===== config.mk =====
export PLATFORM = sky130hd
export DESIGN_NAME = priority_ready_queue_scheduler_top
export DESIGN_NICKNAME = d
export VERILOG_FILES = /design/src/rtl/prq_pkg.sv /design/src/rtl/prq_mem.sv /design/src/rtl/prq_ctrl.sv /design/src/rtl/priority_ready_queue_scheduler_top.sv
export VERILOG_INCLUDE_DIRS = /design/src /design/src/rtl
export SDC_FILE = /design/constraint.sdc
export NUM_CORES = 1
export LEC_CHECK = 0
export BUFFER_PORTS_ARGS = -buffer_cell sky130_fd_sc_hd__buf_4
export CORE_ASPECT_RATIO = 0.9
export CORE_UTILIZATION = 38
export DETAILED_ROUTE_END_ITERATION = 6
export PLACE_DENSITY = 0.63
export SLEW_MARGIN = 20
export SYNTH_ARGS = -nofsm -noshare
export SYNTH_HDL_FRONTEND = slang
export SYNTH_SLANG_ARGS = --single-unit
export TNS_END_PERCENT = 100

===== constraint.sdc =====
create_clock -name clk -period 5.6 [get_ports clk]
set_clock_uncertainty 0.2 [all_clocks]
set_input_delay 1.12 -clock clk [delete_from_list [all_inputs] [get_ports clk]]
set_output_delay 1.12 -clock clk [all_outputs]
set_load 0.005 [all_outputs]

===== src/rtl/priority_ready_queue_scheduler_top_macros.svh =====
// ----------------------------------------------------------------------------
// Assertion macros for the priority ready queue scheduler
// Shared property forms that check the scheduler's internal sequencing.
// ----------------------------------------------------------------------------
`ifndef PRIORITY_READY_QUEUE_SCHEDULER_TOP_MACROS_SVH
`define PRIORITY_READY_QUEUE_SCHEDULER_TOP_MACROS_SVH

// The consequent must hold in the same cycle as the antecedent.
`define PRQ_ASSERT_SAME(label, ante, cons, msg) \
    label: assert property (@(posedge clk) disable iff (!rst_n) (ante) |-> (cons)) \
        else $error(msg);

// The consequent must hold in the cycle after the antecedent.
`define PRQ_ASSERT_NEXT(label, ante, cons, msg) \
    label: assert property (@(posedge clk) disable iff (!rst_n) (ante) |=> (cons)) \
        else $error(msg);

`endif


===== src/rtl/prq_pkg.sv =====
// ----------------------------------------------------------------------------
// prq_pkg
// Types and codes shared by the priority ready queue scheduler modules.
// ----------------------------------------------------------------------------
`default_nettype none

package prq_pkg;

    localparam logic [1:0] CMD_RESCHEDULE = 2'd0;
    localparam logic [1:0] CMD_UNSCHEDULE = 2'd1;
    localparam logic [1:0] CMD_TAKE_NEXT  = 2'd2;
    localparam logic [1:0] CMD_QUERY      = 2'd3;

    localparam logic [1:0] STATUS_OK        = 2'd0;
    localparam logic [1:0] STATUS_VALUE_ERR = 2'd1;
    localparam logic [1:0] STATUS_QUEUED    = 2'd2;

    typedef struct packed {
        logic [1:0] command;
        logic [4:0] task_id;
        logic       task_id_valid;
        logic       task_is_ready;
        logic [7:0] task_priority;
        logic [4:0] current_id;
        logic [7:0] current_priority;
    } in_item_t;

    typedef struct packed {
        logic [1:0] status;
        logic       next_valid;
        logic [4:0] next_id;
        logic       switch_now;
        logic       timer_stop;
        logic       timer_start;
        logic       is_ready;
    } out_item_t;

    // One queue slot: task id and its priority.
    typedef struct packed {
        logic [4:0] id;
        logic [7:0] prio;
    } entry_t;

    typedef enum logic [2:0] {
        S_IDLE,
        S_SCAN,
        S_SHIFT_UP,
        S_PLACE,
        S_SHIFT_DOWN,
        S_RESULT
    } state_t;

endpackage

`default_nettype wire


===== src/rtl/prq_mem.sv =====
// ----------------------------------------------------------------------------
// prq_mem
// Queue storage: one write port and one read port with registered read data.
// ----------------------------------------------------------------------------
`default_nettype none

module prq_mem #(
    parameter int TASKS = 32
) (
    input  wire                        clk,
    input  wire                        rd_en,
    input  wire  [$clog2(TASKS)-1:0]   rd_addr,
    output prq_pkg::entry_t            rd_data,
    input  wire                        wr_en,
    input  wire  [$clog2(TASKS)-1:0]   wr_addr,
    input  prq_pkg::entry_t            wr_data
);

    prq_pkg::entry_t entry_mem [TASKS];
    prq_pkg::entry_t rd_data_reg;

    always_ff @(posedge clk)
    begin
        if (wr_en)
        begin
            entry_mem[wr_addr] <= wr_data;
        end
        if (rd_en)
        begin
            rd_data_reg <= entry_mem[rd_addr];
        end
    end

    assign rd_data = rd_data_reg;

endmodule

`default_nettype wire


===== src/rtl/prq_ctrl.sv =====
// ----------------------------------------------------------------------------
// prq_ctrl
// Sequencer that scans, shifts and rewrites the sorted ready queue in memory.
// ----------------------------------------------------------------------------
`default_nettype none

module prq_ctrl #(
    parameter int TASKS           = 32,
    parameter int PRIORITY_LEVELS = 256
) (
    input  wire                        clk,
    input  wire                        rst_n,
    input  wire                        cmd_valid,
    output logic                       cmd_ready,
    input  prq_pkg::in_item_t          cmd,
    output logic                       res_load,
    input  wire                        res_free,
    output prq_pkg::out_item_t         res,
    output logic                       rd_en,
    output logic [$clog2(TASKS)-1:0]   rd_addr,
    input  prq_pkg::entry_t            rd_data,
    output logic                       wr_en,
    output logic [$clog2(TASKS)-1:0]   wr_addr,
    output prq_pkg::entry_t            wr_data
);

    localparam int AW = $clog2(TASKS);
    localparam int CW = $clog2(TASKS + 1);
    localparam logic [CW-1:0] FULL_COUNT = CW'(TASKS);
    localparam logic [CW-1:0] ONE        = CW'(1);
    localparam logic [8:0]    TASK_LIMIT = 9'(TASKS);
    localparam logic [16:0]   PRIO_LIMIT = 17'(PRIORITY_LEVELS);

    prq_pkg::state_t    state_reg, state_next;
    prq_pkg::in_item_t  cmd_reg, cmd_next;
    prq_pkg::out_item_t res_reg, res_next;
    prq_pkg::entry_t    head_reg, head_next;
    logic [7:0]         second_reg, second_next;
    logic [CW-1:0]      count_reg, count_next;
    logic [CW-1:0]      issue_reg, issue_next;
    logic [CW-1:0]      tag_reg, tag_next;
    logic [CW-1:0]      pos_reg, pos_next;
    logic [CW-1:0]      at_reg, at_next;
    logic               pend_reg, pend_next;
    logic               found_reg, found_next;

    logic [CW-1:0]      rd_idx;
    logic [CW-1:0]      wr_idx;
    logic               id_in_range;
    logic               prio_in_range;
    logic               basic_ok;

    assign id_in_range   = ({4'b0, cmd_reg.task_id} < TASK_LIMIT);
    assign prio_in_range = ({9'b0, cmd_reg.task_priority} < PRIO_LIMIT);
    assign basic_ok      = cmd_reg.task_is_ready && cmd_reg.task_id_valid &&
                           id_in_range && prio_in_range;

    assign rd_addr = rd_idx[AW-1:0];
    assign wr_addr = wr_idx[AW-1:0];
    assign res     = res_reg;

    always_ff @(posedge clk or negedge rst_n)
    begin
        if (!rst_n)
        begin
            state_reg <= prq_pkg::S_IDLE;
            count_reg <= '0;
            pend_reg  <= 1'b0;
        end
        else
        begin
            state_reg <= state_next;
            count_reg <= count_next;
            pend_reg  <= pend_next;
        end
    end

    always_ff @(posedge clk)
    begin
        cmd_reg    <= cmd_next;
        res_reg    <= res_next;
        head_reg   <= head_next;
        second_reg <= second_next;
        issue_reg  <= issue_next;
        tag_reg    <= tag_next;
        pos_reg    <= pos_next;
        at_reg     <= at_next;
        found_reg  <= found_next;
    end

    always_comb
    begin
        state_next  = state_reg;
        cmd_next    = cmd_reg;
        res_next    = res_reg;
        head_next   = head_reg;
        second_next = second_reg;
        count_next  = count_reg;
        issue_next  = issue_reg;
        tag_next    = tag_reg;
        pos_next    = pos_reg;
        at_next     = at_reg;
        found_next  = found_reg;
        pend_next   = 1'b0;
        cmd_ready   = 1'b0;
        res_load    = 1'b0;
        rd_en       = 1'b0;
        rd_idx      = issue_reg;
        wr_en       = 1'b0;
        wr_idx      = tag_reg;
        wr_data     = rd_data;

        case (state_reg)
            prq_pkg::S_IDLE:
            begin
                cmd_ready = 1'b1;
                if (cmd_valid)
                begin
                    cmd_next   = cmd;
                    res_next   = '0;
                    issue_next = '0;
                    found_next = 1'b0;
                    pos_next   = '0;
                    at_next    = '0;
                    state_next = prq_pkg::S_SCAN;
                end
            end

            prq_pkg::S_SCAN:
            begin
                // Data returned this cycle belongs to the read issued last cycle.
                if (pend_reg)
                begin
                    if (rd_data.id == cmd_reg.task_id)
                    begin
                        found_next = 1'b1;
                        pos_next   = tag_reg;
                    end
                    if (rd_data.prio >= cmd_reg.task_priority)
                    begin
                        at_next = at_reg + ONE;
                    end
                    if (tag_reg == '0)
                    begin
                        head_next = rd_data;
                    end
                    if (tag_reg == ONE)
                    begin
                        second_next = rd_data.prio;
                    end
                end

                if (issue_reg < count_reg)
                begin
                    rd_en      = 1'b1;
                    rd_idx     = issue_reg;
                    pend_next  = 1'b1;
                    tag_next   = issue_reg;
                    issue_next = issue_reg + ONE;
                end
                else if (!pend_reg)
                begin
                    state_next = prq_pkg::S_RESULT;
                    case (cmd_reg.command)
                        prq_pkg::CMD_RESCHEDULE:
                        begin
                            if (basic_ok && found_reg)
                            begin
                                res_next.status = prq_pkg::STATUS_QUEUED;
                            end
                            else if (!basic_ok || (count_reg == FULL_COUNT))
                            begin
                                res_next.status = prq_pkg::STATUS_VALUE_ERR;
                            end
                            else
                            begin
                                if (cmd_reg.task_id != cmd_reg.current_id)
                                begin
                                    if (cmd_reg.task_priority > cmd_reg.current_priority)
                                    begin
                                        res_next.switch_now = 1'b1;
                                    end
                                    else if (cmd_reg.task_priority ==
                                             cmd_reg.current_priority)
                                    begin
                                        res_next.timer_start = 1'b1;
                                    end
                                end
                                issue_next = count_reg;
                                state_next = (at_reg == count_reg) ? prq_pkg::S_PLACE
                                                                   : prq_pkg::S_SHIFT_UP;
                            end
                        end

                        prq_pkg::CMD_UNSCHEDULE:
                        begin
                            if (found_reg)
                            begin
                                issue_next = pos_reg + ONE;
                                state_next = prq_pkg::S_SHIFT_DOWN;
                            end
                        end

                        prq_pkg::CMD_TAKE_NEXT:
                        begin
                            res_next.timer_stop = 1'b1;
                            if (count_reg != '0)
                            begin
                                res_next.next_valid  = 1'b1;
                                res_next.next_id     = head_reg.id;
                                res_next.timer_start = (count_reg > ONE) &&
                                                       (second_reg == head_reg.prio);
                                issue_next = ONE;
                                state_next = prq_pkg::S_SHIFT_DOWN;
                            end
                        end

                        // Query is the only remaining command.
                        default:
                        begin
                            res_next.is_ready = found_reg;
                        end
                    endcase
                end
            end

            prq_pkg::S_SHIFT_UP:
            begin
                // Move entries one slot toward the tail, last entry first.
                if (pend_reg)
                begin
                    wr_en  = 1'b1;
                    wr_idx = tag_reg + ONE;
                end
                if (issue_reg > at_reg)
                begin
                    rd_en      = 1'b1;
                    rd_idx     = issue_reg - ONE;
                    pend_next  = 1'b1;
                    tag_next   = issue_reg - ONE;
                    issue_next = issue_reg - ONE;
                end
                else if (!pend_reg)
                begin
                    state_next = prq_pkg::S_PLACE;
                end
            end

            prq_pkg::S_PLACE:
            begin
                wr_en        = 1'b1;
                wr_idx       = at_reg;
                wr_data.id   = cmd_reg.task_id;
                wr_data.prio = cmd_reg.task_priority;
                count_next   = count_reg + ONE;
                state_next   = prq_pkg::S_RESULT;
            end

            prq_pkg::S_SHIFT_DOWN:
            begin
                // Close the gap left by the removed entry, head side first.
                if (pend_reg)
                begin
                    wr_en  = 1'b1;
                    wr_idx = tag_reg - ONE;
                end
                if (issue_reg < count_reg)
                begin
                    rd_en      = 1'b1;
                    rd_idx     = issue_reg;
                    pend_next  = 1'b1;
                    tag_next   = issue_reg;
                    issue_next = issue_reg + ONE;
                end
                else if (!pend_reg)
                begin
                    count_next = count_reg - ONE;
                    state_next = prq_pkg::S_RESULT;
                end
            end

            prq_pkg::S_RESULT:
            begin
                if (res_free)
                begin
                    res_load   = 1'b1;
                    state_next = prq_pkg::S_IDLE;
                end
            end

            default:
            begin
                state_next = prq_pkg::S_IDLE;
            end
        endcase
    end

endmodule

`default_nettype wire


===== src/rtl/priority_ready_queue_scheduler_top.sv =====
// ----------------------------------------------------------------------------
// priority_ready_queue_scheduler_top
// Ready queue of task ids sorted by priority, with switch and timer hints.
// ----------------------------------------------------------------------------
// Usage:
// Commands enter on cmd_valid/cmd_ready with payload cmd; each command gives
// exactly one response item on rsp_valid/rsp_ready with payload rsp.
// The queue lives in a single-port-read, single-port-write memory and every
// command first walks all queued entries, one read per cycle. A query or a
// rejected command needs only this walk before its response. An insert or a
// removal then shifts the entries behind the affected slot through the same
// memory port, one entry per cycle, before its response is given.
// The memory read port sets this rate.
// One command is worked on at a time; the next command can be accepted while
// a response still waits in the output register.
// When the receiver stalls, the response is held in the output register and
// a finished command waits for it before it can return to idle.
// Reset empties the queue; the storage itself is not cleared and needs no
// clearing pass, so commands are accepted right after reset.
// ----------------------------------------------------------------------------
`default_nettype none

module priority_ready_queue_scheduler_top #(
    parameter int TASKS           = 32,
    parameter int PRIORITY_LEVELS = 256
) (
    input  wire                  clk,
    input  wire                  rst_n,
    input  wire                  cmd_valid,
    output logic                 cmd_ready,
    input  prq_pkg::in_item_t    cmd,
    output logic                 rsp_valid,
    input  wire                  rsp_ready,
    output prq_pkg::out_item_t   rsp
);

    `include "priority_ready_queue_scheduler_top_macros.svh"

    localparam int AW = $clog2(TASKS);

    prq_pkg::out_item_t  res;
    prq_pkg::out_item_t  rsp_reg;
    prq_pkg::entry_t     rd_data;
    prq_pkg::entry_t     wr_data;
    logic                res_load;
    logic                res_free;
    logic                rsp_valid_reg, rsp_valid_next;
    logic                rd_en;
    logic                wr_en;
    logic [AW-1:0]       rd_addr;
    logic [AW-1:0]       wr_addr;

    prq_ctrl #(
        .TASKS           (TASKS),
        .PRIORITY_LEVELS (PRIORITY_LEVELS)
    ) u_ctrl (
        .clk       (clk),
        .rst_n     (rst_n),
        .cmd_valid (cmd_valid),
        .cmd_ready (cmd_ready),
        .cmd       (cmd),
        .res_load  (res_load),
        .res_free  (res_free),
        .res       (res),
        .rd_en     (rd_en),
        .rd_addr   (rd_addr),
        .rd_data   (rd_data),
        .wr_en     (wr_en),
        .wr_addr   (wr_addr),
        .wr_data   (wr_data)
    );

    prq_mem #(
        .TASKS (TASKS)
    ) u_mem (
        .clk     (clk),
        .rd_en   (rd_en),
        .rd_addr (rd_addr),
        .rd_data (rd_data),
        .wr_en   (wr_en),
        .wr_addr (wr_addr),
        .wr_data (wr_data)
    );

    // The output register is free when empty or when its item leaves this cycle.
    assign res_free = !rsp_valid_reg || rsp_ready;

    always_comb
    begin
        rsp_valid_next = rsp_valid_reg;
        if (res_load)
        begin
            rsp_valid_next = 1'b1;
        end
        else if (rsp_ready)
        begin
            rsp_valid_next = 1'b0;
        end
    end

    always_ff @(posedge clk or negedge rst_n)
    begin
        if (!rst_n)
        begin
            rsp_valid_reg <= 1'b0;
        end
        else
        begin
            rsp_valid_reg <= rsp_valid_next;
        end
    end

    always_ff @(posedge clk)
    begin
        if (res_load)
        begin
            rsp_reg <= res;
        end
    end

    assign rsp_valid = rsp_valid_reg;
    assign rsp       = rsp_reg;

    `PRQ_ASSERT_SAME(a_no_overwrite, res_load, (!rsp_valid_reg || rsp_ready), "response overwritten")
    `PRQ_ASSERT_NEXT(a_one_at_a_time, (cmd_valid && cmd_ready), !cmd_ready, "second command taken")
    `PRQ_ASSERT_SAME(a_hint_exclusive, rsp_valid_reg, !(rsp_reg.switch_now && rsp_reg.timer_start), "switch and timer start together")
    `PRQ_ASSERT_SAME(a_pop_stops_timer, (rsp_valid_reg && rsp_reg.next_valid), rsp_reg.timer_stop, "pop without timer stop")

endmodule

`default_nettype wire


==> results of run 1 <==
area by class of cell:
class	count	area, um2	area share [%]
sequential	540	16200	60.9
multi-input combinational	1039	6420	24.2
clock buffer	60	1350	5.10
timing repair buffer	141	1130	4.27
tap	774	968	3.65
clock inverter	38	327	1.23
inverter	43	161	0.609
kinds of logic (layout without fill, tap and decap cells):
logic type	Yosys count	after routing
and+or+nand+nor	655	655
buffers and inverters	147	282
muxes	19	19
AOI/OAI and AO/OA	272	272
xor gates and xnor gates	52	52
adders and majority gates	41	41
DFF	540	540
final timing paths:
check	to	slack [ps]	cells after the start
max in group asynchronous	u_ctrl.count_reg[1]$_DFFE_PN0P_	4900	1
max	u_mem.rd_data[3]$_DFFE_PP_	950	11
max reg2reg	u_mem.rd_data[3]$_DFFE_PP_	950	11
min reg2reg	rsp[1]$_DFFE_PP_	220	0
min	u_ctrl.state_reg[1]$_DFFE_PN0P_	140	1
min in group clk	rsp[1]$_DFFE_PP_	220	0
placed cells by master, fill, tap and decap left out, types with 12 or more instances in the layout:
cell	count
a31oi_1	41
ha_1	41
clkinv_1	17
nor2_1	48
nand2_1	345
nor3_2	16
a32oi_1	27
a21o_1	12
nor3_1	17
inv_1	39
buf_4	135
nand4_1	45
nand3_1	122
o21bai_1	23
and3_1	15
edfxtp_1	529
xor2_1	25
clkbuf_16	53
mux2i_1	16
xnor2_1	22
a21oi_1	30
a221oi_1	48
o21ai_0	23
power groups by stage:
stage / Combinational [W] / Sequential (W) / Clock [W]
after floorplan: 0.00318 / 0.00565 / 0
after global placement: 0.00525 / 0.00586 / 0
after detailed placement: 0.00533 / 0.00587 / 0
after CTS: 0.00536 / 0.00579 / 0.00355
after global routing: 0.00581 / 0.00582 / 0.00368
final: 0.00541 / 0.00579 / 0.00349
stage by stage:
step | worst slack, ps | instance area [um2] | utilization (%)
after detailed placement | 982 | 24800 | 42.1
after CTS | 959 | 26500 | 45.0
after global placement | 1050 | 24800 | 42.1
final | 949 | 26500 | 45.0
after global routing | 717 | 26500 | 45.0
after floorplan | 1700 | 22900 | -
routing by layer:
layer / wire [um] / global-route usage (%) / part of all wire, %
met4: 1270 / 5.40 / 2.0
met1: 26800 / 28.7 / 43
met3: 4860 / 3.33 / 7.8
met5: 0 / 0 / 0
met2: 29000 / 31.9 / 47
==> flow_summary.yaml, run 1 <==
clock_tree:
  cts_tree: "done"
  cts_setup_buffers: 0
  ctsHtreeMaxLevel: 2
  clock-sinks: 540
  clk_path_buf_depth: 3
  numCtsBuffers: 52
  ctsResizeCount: 0
  cts_root_buffer: "clkbuf_16"
  clkSlewWorstSetupHoldPaths_ps: 60
  insertion_delay_ps: 620
  postCtsHoldBufs: 0
die:
  die_h_um: 235
  die_w_um: 261
  die_area_um2: 61200
  start_util_pct: 38.8
  fp-row-count: 84
  pin_count: 48
  design.core.area_um2: 59000
synth:
  syn_inst: 1726
  yosys.cell_count.top_type: "edfxtp_1"
  yosysWarnings: 0
  synth_compound_area_share_pct: 8.73
  synthFlopType: "edfxtp_1"
  yosysTopAreaCellShare_pct: 69.5
  synthArstFlopShare_pct: 2.04
  ys_types: 67
  synth_area_leaders: "edfxtp_1 69%, nand2_1 5.7%, nand3_1 2.7%, ha_1 2.2%, a221oi_1 1.8%"
  avgSynthCellArea_um2: 13.2
  yosys.area_share.simple_pct: 12.8
  synth_common_cells: "529 x edfxtp_1, 346 x nand2_1, 122 x nand3_1, 73 x clkbuf_1"
  yosys.area.top_type: "edfxtp_1"
  synthXorXnorAreaFrac_pct: 2.02
  ys_ff_latch: 540
  synth-seq-area-share_pct: 70.7
  synth_top_family_by_area: "simple AND/OR/NAND/NOR gates"
  mappedNetlistNets: 1801
  synth_adder_area_share_pct: 2.24
  syn-cell-area_um2: 22900
  synthMuxAreaShare_pct: 0.854
  synth_edf_count: 529
global_route:
  antenna_found_initial: 1
  grt_max_degree: 56
  grt_pass1_vias: 14600
  grt_overflow: 0
  track_usage_pct: 20.2
  grt_pass1_wl_mm: 92.9
power_and_ir_drop:
  netSwitchingPower_w: 0.00575
  ir_drop_mv: 0.285
  p_comb_share_pct: 36.8
  seq_power_share_pct: 39.4
  totalPowerFinal_w: 0.0147
  power.internal_w: 0.00894
  switching_share_pct: 39.1
  p_per_area_nw_per_um2: 554
  p_clk_share_pct: 23.7
  leakage_nw: 9.06
worst_setup_path:
  worstPathRequired_ps: 5840
  crit_type: "register to register"
  crit_buf_inv: 3
  crit_fanout: 55
  timing.rr.start: "u_ctrl.state_reg[0]$_DFFE_PN0P_"
  crit_family: "compound AO/OA/AOI/OAI gates"
  cp_common_cell: "buf_12"
  worstSetupStartpoint: "u_ctrl.state_reg[0]$_DFFE_PN0P_"
  worstPathCellList: "or3b_1 -> a31o_1 -> a31oi_4 -> mux2i_4 -> buf_12 -> buf_12 -> buf_4 -> nand2_1 -> a31oi_1 -> nand4_1 -> a32oi_1"
  worstSetupStartpointType: "register"
  cp-end-kind: "register"
  crit_arrival_ps: 4890
  cpPeakStageDelay_ps: 710
  cpMaxStageDelayCell: "dfrtp_1"
layout:
  layout.nets: 1892
  diodes: 0
  fin_cells: 2635
  area_growth_pct: 16.0
  largest_reg_flops: 416
  drive_gt1_share_pct: 14.8
  fillCellCount: 5205
route:
  drc_errors: 12
  vias: 15000
  drt-initial-drc-count: 1712
  vias_per_cell: 5.68
  drtPass1Iterations: 7
  routedWlPerCell_um: 23.5
  finalWirelength_mm: 61.9
  ant_nets: 0
timing:
  slew_headroom_pct: 34.2
  max_clock_freq_ghz: 0.215
  slew_viol_final: 0
  period_share_pct: 83.1
  grt_setup_unrepaired: "no"
  tightest_slew_ps: 987
  setup_tns_ps: 0
  final-hold-violation-count: 0
  whs_ps: 135
  period_minus_slack_ps: 4650
  finalSetupViolCount: 0
placement:
  hpwl_mm: 39.2
  port_buffers: 47
  place_congestion: 0.886
  placed_cells: 2537
status:
  violations: "design-rule violations"
  status: "finished with violations"
job:
  max-cap-violations: 0
min_path:
  min_path_type: "input pin to asynchronous set/reset pin"
Power figures use the tool's default switching activity.
==> inputs of run 2 (changes only) <==
--- a/config.mk
+++ b/config.mk
@@ -6,6 +6,7 @@
 export SDC_FILE = /design/constraint.sdc
 export NUM_CORES = 1
 export LEC_CHECK = 0
+export ABC_AREA = 1
 export BUFFER_PORTS_ARGS = -buffer_cell sky130_fd_sc_hd__buf_4
 export CORE_ASPECT_RATIO = 0.9
 export CORE_UTILIZATION = 38
==> constraint.sdc (replaced) <==
create_clock -name clk -period 4.7 [get_ports clk]
set_clock_uncertainty 0.2 [all_clocks]
set_input_delay 0.94 -clock clk [delete_from_list [all_inputs] [get_ports clk]]
set_output_delay 0.94 -clock clk [all_outputs]
set_load 0.005 [all_outputs]
==> run 2 against run 1 <==
  * The run now ends clean
  * Sequential power rose by 19%
  * Combinational power rose by 24%
  * First-iteration DRC count rose by 23%
  * Final cell count rose by 24%
  * Global-route usage fell by 0.47 points
  * Area after synthesis rose by 8.3%
  * Clock-buffer cell count rose by 3
  * Clock power rose by 25%
  * Non-clock buffer count fell by 19
==> flow_summary.yaml, run 2 <==
global_route:
  track_usage_pct: 19.7
  grt_max_degree: 129
  grt_pass1_vias: 16300
  antenna_found_initial: 0
  grt_overflow: 0
  grt_pass1_wl_mm: 99.8
power_and_ir_drop:
  power.internal_w: 0.0108
  seq_power_share_pct: 38.4
  netSwitchingPower_w: 0.00716
  p_clk_share_pct: 24.3
  p_per_area_nw_per_um2: 638
  leakage_nw: 11.2
  totalPowerFinal_w: 0.0180
  switching_share_pct: 39.9
  ir_drop_mv: 0.381
  p_comb_share_pct: 37.3
worst_setup_path:
  worstPathRequired_ps: 4850
  crit_family: "simple AND/OR/NAND/NOR gates"
  worstSetupStartpointType: "register"
  crit_buf_inv: 3
  cpMaxStageDelayCell: "nand2_8"
  crit_fanout: 87
  crit_type: "register to register"
  cp-end-kind: "register"
  worstSetupStartpoint: "u_ctrl.issue_reg[0]$_DFFE_PP_"
  crit_arrival_ps: 4280
  timing.rr.start: "u_ctrl.issue_reg[0]$_DFFE_PP_"
  cp_common_cell: "nand2_1"
  cpPeakStageDelay_ps: 520
  worstPathCellList: "inv_1 -> ha_1 -> inv_1 -> nand2_1 -> nand2_1 -> nand2_1 -> nand3_2 -> nand3_4 -> nand2_8 -> nand2_8 -> buf_12 -> nand2_1 -> nand3_1 -> nand3_1 -> nand3_1 -> nand2_1 -> nand2_1 -> nand2_1"
clock_tree:
  clock-sinks: 540
  insertion_delay_ps: 630
  clk_path_buf_depth: 3
  clkSlewWorstSetupHoldPaths_ps: 60
  cts_root_buffer: "clkbuf_16"
  cts_tree: "done"
  numCtsBuffers: 54
  ctsHtreeMaxLevel: 2
timing:
  slew_headroom_pct: 25.4
  max_clock_freq_ghz: 0.242
  setup_tns_ps: 0
  period_minus_slack_ps: 4130
  tightest_slew_ps: 1110
  grt_setup_unrepaired: "no"
  final-hold-violation-count: 0
  slew_viol_final: 0
  finalSetupViolCount: 0
  period_share_pct: 87.8
route:
  routedWlPerCell_um: 20.0
  dr_wl_met2_mm: 29.0
  drc_errors: 0
  vias_per_cell: 5.24
  top_layer: "met4"
  wl_met1_mm: 29.6
  vias: 17200
  drt-initial-drc-count: 2112
  drtPass1Iterations: 6
  finalWirelength_mm: 65.5
  wl_met3_mm: 5.11
  ant_nets: 0
die:
  design.core.area_um2: 64300
  start_util_pct: 38.5
  fp-row-count: 88
  pin_count: 48
  die_area_um2: 66200
  die_w_um: 271
  die_h_um: 244
synth:
  synth-seq-area-share_pct: 65.2
  ys_types: 49
  synth_common_cells: "534 x nand2_1, 529 x edfxtp_1, 424 x nand3_1, 273 x inv_1, 98 x nor2_1"
  ys_ff_latch: 540
  synthXorXnorAreaFrac_pct: 1.24
  avgSynthCellArea_um2: 10.7
  yosysWarnings: 0
  syn_inst: 2319
  yosys.cell_count.top_type: "nand2_1"
  synthMuxAreaShare_pct: 0
  synth_area_leaders: "edfxtp_1 64%, nand3_1 8.6%, nand2_1 8.1%, inv_1 4.1%, nand3b_1 2.8%"
  synth_adder_area_share_pct: 2.07
  synthFlopType: "edfxtp_1"
  yosys.area.top_type: "edfxtp_1"
  synth_edf_count: 529
  synth_compound_area_share_pct: 2.52
  yosys.area_share.simple_pct: 22.3
  mappedNetlistNets: 2394
  syn-cell-area_um2: 24800
  synthArstFlopShare_pct: 2.04
  synth_top_family_by_area: "simple AND/OR/NAND/NOR gates"
  yosysTopAreaCellShare_pct: 64.1
layout:
  fillCellCount: 6043
  layout.nets: 2455
  final_common_cell: "nand2_1"
  drive_gt1_share_pct: 9.86
  area_growth_pct: 13.6
  diodes: 0
  largest_reg_flops: 416
  mostFrequentLayoutCells: "533 x nand2_1, 529 x edfxtp_1, 424 x nand3_1, 273 x inv_1, 114 x buf_4"
job:
  max-cap-violations: 0
min_path:
  min_path_type: "register to register"
  holdCritStartpoint: "u_ctrl.res[1]$_SDFFCE_PN0P_"
placement:
  port_buffers: 47
  hpwl_mm: 39.5
  place_congestion: 0.893
status:
  status: "finished clean"
run 2: cell count changes in the layout (fill, tap and decap cells not counted), sizes merged, moves of 26 or more:
cell,before,now
nand3b,2,91
a221oi,48,0
nand4,45,17
nand3,122,427
nand2,347,537
a32oi,27,1
inv,42,284
nor2,48,100
a31oi,43,3
run 2: layout make-up:
cell class | count | area [um2] | share of cell area (%)
Sequential cell | 540 | 16200 | 57.4
Multi-Input combinational cell | 1378 | 7060 | 25.1
Clock buffer | 63 | 1390 | 4.92
Tap cell | 855 | 1070 | 3.80
Inverter | 284 | 1070 | 3.79
Timing Repair Buffer | 122 | 1010 | 3.58
Clock inverter | 37 | 390 | 1.39
run 2: power groups by stage:
stage	sequential, W	combinational (W)	clock [W]
6_report	0.00689	0.00669	0.00437
5_1_grt	0.00693	0.00734	0.00462
4_1_cts	0.00689	0.00663	0.00444
3_5_place_dp	0.00699	0.00660	0
3_3_place_gp	0.00698	0.00654	0
2_1_floorplan	0.00682	0.00420	0
run 2: metrics by stage:
| stage | area, um2 | util, % | std cells | hold WS [ps] | setup slack, ps |
|---|---|---|---|---|---|
| floorplan | 24800 | - | 2319 | 200 | 1540 |
| global placement | 26300 | 41.0 | 3178 | 208 | 687 |
| detailed placement | 26400 | 41.0 | 3178 | 205 | 677 |
| CTS | 28100 | 43.8 | 3279 | 219 | 655 |
| global route | 28100 | 43.8 | 3279 | 223 | 372 |
| finish | 28100 | 43.8 | 3279 | 219 | 572 |
run 2: repair_timing:
item | in CTS | in global routing
endpoints found under the hold margin | 11 | 0
hold buffers | 1 | 0
resized for setup | 0 | 0
buffers inserted | 0 | 0
run 2: cells by family after synthesis:
logic type / Yosys count
compound gates: 107
xor+xnor: 35
fa+ha+maj: 41
buf+inv: 401
flops: 540
simple gates: 1195
run 2: path summary, 6_finish.rpt:
check                                                  endpoint  slack, ps  depth (start not counted)
worst min register to register                 rsp[1]$_DFFE_PP_        220                          0
min in group asynchronous       u_ctrl.count_reg[0]$_DFFE_PN0P_        520                          2
max in group asynchronous       u_ctrl.state_reg[2]$_DFFE_PN0P_       3610                          2
worst max register to register       u_mem.rd_data[9]$_DFFE_PP_        570                         18
worst max-delay path                 u_mem.rd_data[9]$_DFFE_PP_        570                         18
worst min-delay path                           rsp[1]$_DFFE_PP_        220                          0
run 2: metal layers:
metal	vias up	track usage, %
li1	8054	-
met1	8316	28.8
met2	707	30.1
met3	102	2.85
met4	0	6.13
met5	-	0
